$ cat src/hdl/b64_pkg.sv
package b64_pkg;

    localparam int MAX_RESULTS = 5;
    localparam int CNT_W       = $clog2(MAX_RESULTS + 1);
    localparam int CAP_W       = 16;

    localparam logic [7:0] PAD_CHAR    = 8'h3D;
    localparam logic [7:0] CHAR_TILDE  = 8'h7E;
    localparam logic [7:0] CHAR_UNDER  = 8'h5F;
    localparam logic [7:0] CHAR_NUL    = 8'h00;
    localparam logic [7:0] BASE_UPPER  = 8'h41;
    localparam logic [7:0] BASE_LOWER  = 8'h61;
    localparam logic [7:0] BASE_DIGIT  = 8'h30;

    typedef struct packed {
        logic [7:0] byte_value;
        logic       is_last;
        logic       empty_message;
    } b64_in_t;

    typedef struct packed {
        logic [7:0] char_code;
        logic       end_of_text;
        logic       overflow_error;
    } b64_out_t;

    typedef struct packed {
        logic [CNT_W-1:0]                count;
        b64_out_t [MAX_RESULTS-1:0]      words;
    } b64_burst_t;

    // Maps a 6-bit code onto the alphabet A-Z a-z 0-9 ~ _.
    function automatic logic [7:0] b64_char(input logic [5:0] code);
        logic [7:0] c8;
        c8 = {2'b00, code};
        priority if (code < 6'd26) begin
            return BASE_UPPER + c8;
        end else if (code < 6'd52) begin
            return BASE_LOWER + c8 - 8'd26;
        end else if (code < 6'd62) begin
            return BASE_DIGIT + c8 - 8'd52;
        end else if (code == 6'd62) begin
            return CHAR_TILDE;
        end else begin
            return CHAR_UNDER;
        end
    endfunction

endpackage

$ cat src/hdl/b64_core.sv
module b64_core (
    input  logic                   aclk,
    input  logic                   aresetn,
    input  logic                   s_valid,
    output logic                   s_ready,
    input  b64_pkg::b64_in_t       s_data,
    input  logic                   cfg_wr_en,
    input  logic [15:0]            cfg_wr_data,
    output logic                   burst_valid,
    input  logic                   burst_ready,
    output b64_pkg::b64_burst_t    burst
);
    import b64_pkg::*;

    logic             in_valid_reg;
    b64_in_t          in_data_reg;
    logic [CAP_W-1:0] capacity_reg;
    logic [3:0]       carry_reg,   carry_next;
    logic [1:0]       phase_reg,   phase_next;
    logic [CAP_W-1:0] written_reg, written_next;
    logic             drop_reg,    drop_next;

    logic             take;
    logic             ends;
    logic [7:0]       chars [MAX_RESULTS];
    logic             eots  [MAX_RESULTS];
    logic [CNT_W-1:0] need;
    logic [CNT_W-1:0] allowed;
    logic [CNT_W-1:0] emit_n;
    logic             overflow;
    logic [3:0]       new_carry;
    logic [1:0]       new_phase;
    logic [CAP_W-1:0] room;

    assign ends = in_data_reg.is_last | in_data_reg.empty_message;

    // Build the list of characters this word needs before capacity is applied.
    always_comb begin
        logic [CNT_W-1:0] k;
        logic [7:0]       b;
        k = '0;
        b = in_data_reg.byte_value;
        new_carry = carry_reg;
        new_phase = phase_reg;
        for (int i = 0; i < MAX_RESULTS; i++) begin
            chars[i] = CHAR_NUL;
            eots[i]  = 1'b0;
        end
        if (!in_data_reg.empty_message) begin
            unique case (phase_reg)
                2'd1: begin
                    chars[k] = b64_char({carry_reg[1:0], b[7:4]});
                    k = k + 1'b1;
                    new_carry = b[3:0];
                    new_phase = 2'd2;
                end
                2'd2: begin
                    chars[k] = b64_char({carry_reg, b[7:6]});
                    k = k + 1'b1;
                    chars[k] = b64_char(b[5:0]);
                    k = k + 1'b1;
                    new_carry = 4'd0;
                    new_phase = 2'd0;
                end
                default: begin
                    chars[k] = b64_char(b[7:2]);
                    k = k + 1'b1;
                    new_carry = {2'b00, b[1:0]};
                    new_phase = 2'd1;
                end
            endcase
        end
        if (ends) begin
            if (new_phase == 2'd1) begin
                chars[k] = b64_char({new_carry[1:0], 4'b0000});
                k = k + 1'b1;
                chars[k] = PAD_CHAR;
                k = k + 1'b1;
                chars[k] = PAD_CHAR;
                k = k + 1'b1;
            end else if (new_phase == 2'd2) begin
                chars[k] = b64_char({new_carry, 2'b00});
                k = k + 1'b1;
                chars[k] = PAD_CHAR;
                k = k + 1'b1;
            end
            chars[k] = CHAR_NUL;
            eots[k]  = 1'b1;
            k = k + 1'b1;
        end
        need = k;
    end

    // Capacity left for this message, saturated at the burst size.
    assign room = capacity_reg - written_reg;
    always_comb begin
        if (written_reg >= capacity_reg) begin
            allowed = '0;
        end else if (room >= CAP_W'(MAX_RESULTS)) begin
            allowed = CNT_W'(MAX_RESULTS);
        end else begin
            allowed = room[CNT_W-1:0];
        end
    end

    assign overflow = !drop_reg && (need > allowed);
    assign emit_n   = drop_reg ? '0 : (overflow ? allowed + 1'b1 : need);

    always_comb begin
        burst.count = emit_n;
        for (int i = 0; i < MAX_RESULTS; i++) begin
            if (overflow && (CNT_W'(i) == allowed)) begin
                burst.words[i] = '{char_code: CHAR_NUL, end_of_text: 1'b1,
                                   overflow_error: 1'b1};
            end else begin
                burst.words[i] = '{char_code: chars[i], end_of_text: eots[i],
                                   overflow_error: 1'b0};
            end
        end
    end

    assign burst_valid = in_valid_reg && (emit_n != '0);
    assign take        = in_valid_reg && (burst_ready || (emit_n == '0));
    assign s_ready     = !in_valid_reg || take;

    always_comb begin
        carry_next   = carry_reg;
        phase_next   = phase_reg;
        written_next = written_reg;
        drop_next    = drop_reg;
        if (take) begin
            priority if (drop_reg) begin
                if (ends) begin
                    drop_next    = 1'b0;
                    carry_next   = 4'd0;
                    phase_next   = 2'd0;
                    written_next = '0;
                end
            end else if (overflow || ends) begin
                drop_next    = overflow && !ends;
                carry_next   = 4'd0;
                phase_next   = 2'd0;
                written_next = '0;
            end else begin
                carry_next   = new_carry;
                phase_next   = new_phase;
                written_next = written_reg + CAP_W'(need);
            end
        end
    end

    always_ff @(posedge aclk) begin
        if (!aresetn) begin
            in_valid_reg <= 1'b0;
            capacity_reg <= '1;
            carry_reg    <= 4'd0;
            phase_reg    <= 2'd0;
            written_reg  <= '0;
            drop_reg     <= 1'b0;
        end else begin
            if (s_ready) begin
                in_valid_reg <= s_valid;
            end
            if (cfg_wr_en) begin
                capacity_reg <= cfg_wr_data;
            end
            carry_reg   <= carry_next;
            phase_reg   <= phase_next;
            written_reg <= written_next;
            drop_reg    <= drop_next;
        end
    end

    always_ff @(posedge aclk) begin
        if (s_ready && s_valid) begin
            in_data_reg <= s_data;
        end
    end

endmodule

$ cat src/hdl/b64_outbuf.sv
module b64_outbuf (
    input  logic                   aclk,
    input  logic                   aresetn,
    input  logic                   burst_valid,
    output logic                   burst_ready,
    input  b64_pkg::b64_burst_t    burst,
    output logic                   m_valid,
    input  logic                   m_ready,
    output b64_pkg::b64_out_t      m_data
);
    import b64_pkg::*;

    logic [CNT_W-1:0]           cnt_reg;
    b64_out_t [MAX_RESULTS-1:0] words_reg;

    assign m_valid     = (cnt_reg != '0);
    assign m_data      = words_reg[0];
    // A new burst may load while the final word of the current one leaves.
    assign burst_ready = (cnt_reg == '0) || ((cnt_reg == CNT_W'(1)) && m_ready);

    always_ff @(posedge aclk) begin
        if (!aresetn) begin
            cnt_reg <= '0;
        end else if (burst_valid && burst_ready) begin
            cnt_reg <= burst.count;
        end else if (m_valid && m_ready) begin
            cnt_reg <= cnt_reg - 1'b1;
        end
    end

    always_ff @(posedge aclk) begin
        if (burst_valid && burst_ready) begin
            words_reg <= burst.words;
        end else if (m_valid && m_ready) begin
            for (int i = 0; i < MAX_RESULTS - 1; i++) begin
                words_reg[i] <= words_reg[i+1];
            end
        end
    end

endmodule

$ cat src/hdl/base64_stream_encoder.sv
// Streaming Base64 encoder with '~' and '_' as codes 62 and 63. Each input
// word carries one message byte; a byte yields one character at group phases
// 0 and 1 and two at phase 2 (4/3 characters per byte on average), and the
// last byte of a message yields up to five words with flush, '=' padding and
// the NUL terminator. The output side, one character per cycle while m_ready
// is high from a five-entry shift buffer, sets the throughput; a new byte is
// taken as the held byte loads into the buffer. Each byte passes the input
// register and the shift buffer before its first character appears. A write
// to cfg_wr_data sets the per-message capacity (terminator included, reset
// 65535); the first character that would exceed it is replaced by one error
// word marked end of text and the rest of the message is dropped.
module base64_stream_encoder (
    input  logic                aclk,
    input  logic                aresetn,
    input  logic                s_valid,
    output logic                s_ready,
    input  b64_pkg::b64_in_t    s_data,
    output logic                m_valid,
    input  logic                m_ready,
    output b64_pkg::b64_out_t   m_data,
    input  logic                cfg_wr_en,
    input  logic [15:0]         cfg_wr_data
);
    import b64_pkg::*;

    logic       burst_valid;
    logic       burst_ready;
    b64_burst_t burst;

    b64_core u_core (
        .aclk        (aclk),
        .aresetn     (aresetn),
        .s_valid     (s_valid),
        .s_ready     (s_ready),
        .s_data      (s_data),
        .cfg_wr_en   (cfg_wr_en),
        .cfg_wr_data (cfg_wr_data),
        .burst_valid (burst_valid),
        .burst_ready (burst_ready),
        .burst       (burst)
    );

    b64_outbuf u_outbuf (
        .aclk        (aclk),
        .aresetn     (aresetn),
        .burst_valid (burst_valid),
        .burst_ready (burst_ready),
        .burst       (burst),
        .m_valid     (m_valid),
        .m_ready     (m_ready),
        .m_data      (m_data)
    );

endmodule

$ cat config.mk
export PLATFORM = sky130hd
export DESIGN_NAME = base64_stream_encoder
export DESIGN_NICKNAME = d
export VERILOG_FILES = /design/src/hdl/b64_pkg.sv /design/src/hdl/b64_core.sv /design/src/hdl/b64_outbuf.sv /design/src/hdl/base64_stream_encoder.sv
export SDC_FILE = /design/constraint.sdc
export NUM_CORES = 1
export LEC_CHECK = 0
export BUFFER_PORTS_ARGS = -buffer_cell sky130_fd_sc_hd__buf_4
export CAP_MARGIN = 20
export CORE_MARGIN = 5
export CORE_UTILIZATION = 68
export CTS_CLUSTER_SIZE = 12
export DETAILED_ROUTE_END_ITERATION = 12
export GPL_TIMING_DRIVEN = 0
export PLACE_DENSITY = 0.94
export RECOVER_POWER = 100
export SLEW_MARGIN = 20
export SYNTH_ARGS = -nofsm -noshare
export SYNTH_HDL_FRONTEND = slang
export SYNTH_HIERARCHICAL = 1
export SYNTH_SLANG_ARGS = --single-unit
export TNS_END_PERCENT = 10
$ cat constraint.sdc
create_clock -name aclk -period 13.15 [get_ports aclk]
set_input_delay 1.9725 -clock aclk [delete_from_list [all_inputs] [get_ports aclk]]
set_output_delay 1.9725 -clock aclk [all_outputs]
set_load 0.1 [all_outputs]
==> impl_metrics.csv <==
group,metric,value,unit
run_status,outcome,"finished, violations left",
run_status,violations,"max-capacitance violations, max-slew violations",
sta,rsz0062_at_grt,"no",
flow_run,cap_violations,1,
place,routabilityCongestion,0.974,
clocking,ctsHoldBuffers,0,
place,place_inst,1226,
detailed_routing,drc_errors,0,
setup_path,reg2reg_depth,25,
grt,overflow,0,
clocking,cts_resized,0,
power,powerDensity,147,mW/mm^2
power,ir_drop,0.000147,V
floorplanning,die_h,123,microns
setup_path,critPathCaptureType,"output pin",
synth,synth_flop_cell,"edfxtp_1",
synth,synth-seq-cells,103,
synth,synth-compound-area-share,0.223,
floorplanning,core,0.0126,sq mm
sta,hold-worst-slack,0.488,ns
synth,syn_inst,1008,
sta,max_slew.worst_pin.slew,1.51,ns
floorplanning,die_width,123,microns
finish,fin_area,0.00923,sq mm
setup_path,crit_required,11.18,ns
detailed_routing,first_iter_violations,994,
setup_path,crit_start,"u_core/capacity_reg[0]",
setup_path,cp.arrival,7.05,ns
synth,synth_edf_count,60,
sta,min_period,9.02,ns
synth,synth-adder-area-share,0.0825,
synth,synth_xor_xnor_area_share,0.0111,
sta,max_clock_freq,111,MHz
synth,async_flop_share,0,
setup_path,cpLargestDelayFamily,"compound AO/OA/AOI/OAI gates",
grt,grt_pass1_vias,7629,
place,dpl-instance-area,0.00922,sq mm
synth,synth_top_area_cell,"edfxtp_1",
synth,netlist.area_leader.share,0.208,
clocking,numCtsBuffers,9,
detailed_routing,postRouteAntennaNets,0,
min_path,min_path_type,"reg2reg",
sta,setup_tns,0,ns
synth,syn-cell-area,0.00868,sq mm
finish,fillCellCount,966,
min_path,worstHoldStart,"u_core/written_reg[15]",
detailed_routing,drt-total-wl,22.8,mm
clocking,path_clk_slew,0.07,ns
floorplanning,initial_core_util,0.690,
synth,netlist_top_cells_area,"edfxtp_1 21%, dfxtp_1 9.9%, ha_1 7.8%",
detailed_routing,avgRoutedWirePerCell,18.4,microns
place,port_buffers,41,
sta,finClkSkew,0.00797,ns
synth,avgSynthCellArea,8.61,sq um
detailed_routing,viasPerCell,6.52,
setup_path,rr_startpoint,"u_core/capacity_reg[0]",
clocking,post_cts_buffers,0,
clocking,tritoncts,"done",
clocking,htreeDepth,3,
grt,grt_pass1_wl,36.9,mm
floorplanning,fp.dieArea,0.0151,sq mm
synth,yosys_warnings,6,
detailed_routing,vias,8100,
synth,synthTopCellsByCount,"111 x nand2_1, 73 x nor2_1, 63 x a21oi_1",
setup_path,slowest_stage,"clkbuf_1",
setup_path,crit_buf_inv,3,
min_path,hold_depth,2,
grt,grt_util_all_layers,0.307,
clocking,cts_root_buf,"clkbuf_16",
finish,instances_no_fill,1242,
synth,ys_seq_area_frac,0.307,
setup_path,r2r_setup_slack,5.55,ns
finish,drive_above_1_share,0.0841,
clocking,clk_latency,0.36,ns
power,p_leak,3.47,nW
finish,antenna_cells,0,
synth,ys_types,83,
finish,final_nets,1152,
finish,area_growth,6.33,%
setup_path,path_max_fanout,10,
sta,finalMaxSlewViolations,41,
grt,grt_max_degree,41,
power,power,1.35,mW
setup_path,start_kind,"flip-flop",
sta,hold_viol_final,0,
synth,yosysMostFrequentCell,"nand2_1",
setup_path,slowest_delay,0.87,ns
synth,synth_mux_area_frac,0.105,
synth,synth_top_family_by_area,"compound AO/OA/AOI/OAI gates",
sta,post-route-period-util,0.686,
place,dp_hpwl,16.8,mm
setup_path,cp_cell_sequence,"inv_1 -> ha_1 -> inv_1 -> fa_1 -> a21o_1 -> a221o_1 -> a31oi_1 -> xnor2_1 -> or4_2 -> nor4_1 -> and2_0 -> nand3_1 -> ha_1 -> nor2b_1 -> o21a_1 -> o21a_1 -> o31ai_1 -> o21ai_0 -> a31oi_1 -> or3_1 -> clkbuf_1",
floorplanning,io_pins,43,
setup_path,critical_path_class,"reg2out",
setup_path,worst_r2r_endpoint,"u_outbuf/words_reg[35]",
grt,grt_antenna_before_repair,0,
synth,synth_simple_gate_area_frac,0.196,
clocking,cts_sinks,103,
min_path,min_to,"u_core/written_reg[15]",
finish,largest_register_ffs,40,
sta,slew_headroom,-0.00700,
floorplanning,row_count,41,
sta,finalSetupViolCount,0,
clocking,cts_max_path_buffers,2,
detailed_routing,first_pass_iters,6,
-- power by group --
| part | internal, mW | switching [mW] | total, mW |
|---|---|---|---|
| clock network | 0.165 | 0.124 | 0.290 |
| logic | 0.172 | 0.400 | 0.572 |
| registers | 0.459 | 0.0326 | 0.492 |
-- per-stage QoR --
| step | util | worst slack [ns] |
|---|---|---|
| 2_1_floorplan | - | 6.02 |
| 3_3_place_gp | 0.734 | 5.84 |
| 3_5_place_dp | 0.734 | 5.76 |
| 4_1_cts | 0.760 | 5.35 |
| 5_1_grt | 0.734 | 3.72 |
| 6_report | 0.734 | 4.13 |
-- worst max path at each step --
stage / cells after the start / slack, ns / to
floorplan: 19 / 6.02 / s_ready
global placement: 22 / 5.84 / s_ready
detailed placement: 22 / 5.76 / s_ready
CTS: 22 / 5.35 / s_ready
global route: 22 / 3.72 / s_ready
finish: 21 / 4.13 / s_ready
-- layer usage --
metal / track usage / wire, microns / up-vias
li1: - / - / 3804
met1: 0.384 / 9110 / 3728
met2: 0.512 / 10800 / 469
met3: 0.0604 / 1990 / 99
met4: 0.147 / 918 / 0
met5: 0 / 0 / -
-- layout make-up --
| class | instances | area [sq um] | share of cell area |
|---|---|---|---|
| Multi-Input combinational cell | 778 | 5180 | 0.561 |
| Timing Repair Buffer | 41 | 259 | 0.0281 |
| Clock inverter | 3 | 27.5 | 0.00298 |
| Sequential cell | 103 | 2660 | 0.289 |
| Tap cell | 172 | 215 | 0.0233 |
| Inverter | 55 | 206 | 0.0224 |
| Buffer | 77 | 373 | 0.0404 |
| Clock buffer | 13 | 304 | 0.0329 |
-- worst min-delay path, cell delays in order, from the launching register on --
cell and delay (ns):
dfxtp_1 0.32, nand2_1 0.06, o32ai_1 0.06
-- kinds of logic (layout without fill, tap and decap cells) --
family	Yosys count	after routing
DFF	103	103
adders and majority gates	56	56
xor gates and xnor gates	11	11
muxes	71	71
buffers and inverters	132	189
and+or+nand+nor	349	349
other	1	6
AOI/OAI and AO/OA	285	285
-- cell usage in the layout (no fill, tap or decap), types with 43 or more instances in the layout --
master / n
nand3_1: 45
inv_1: 53
nand2_1: 111
clkbuf_1: 64
nor2_1: 74
edfxtp_1: 60
a21oi_1: 63
ha_1: 54
o21ai_0: 60
dfxtp_1: 43
(Power assumes the default switching activity.)
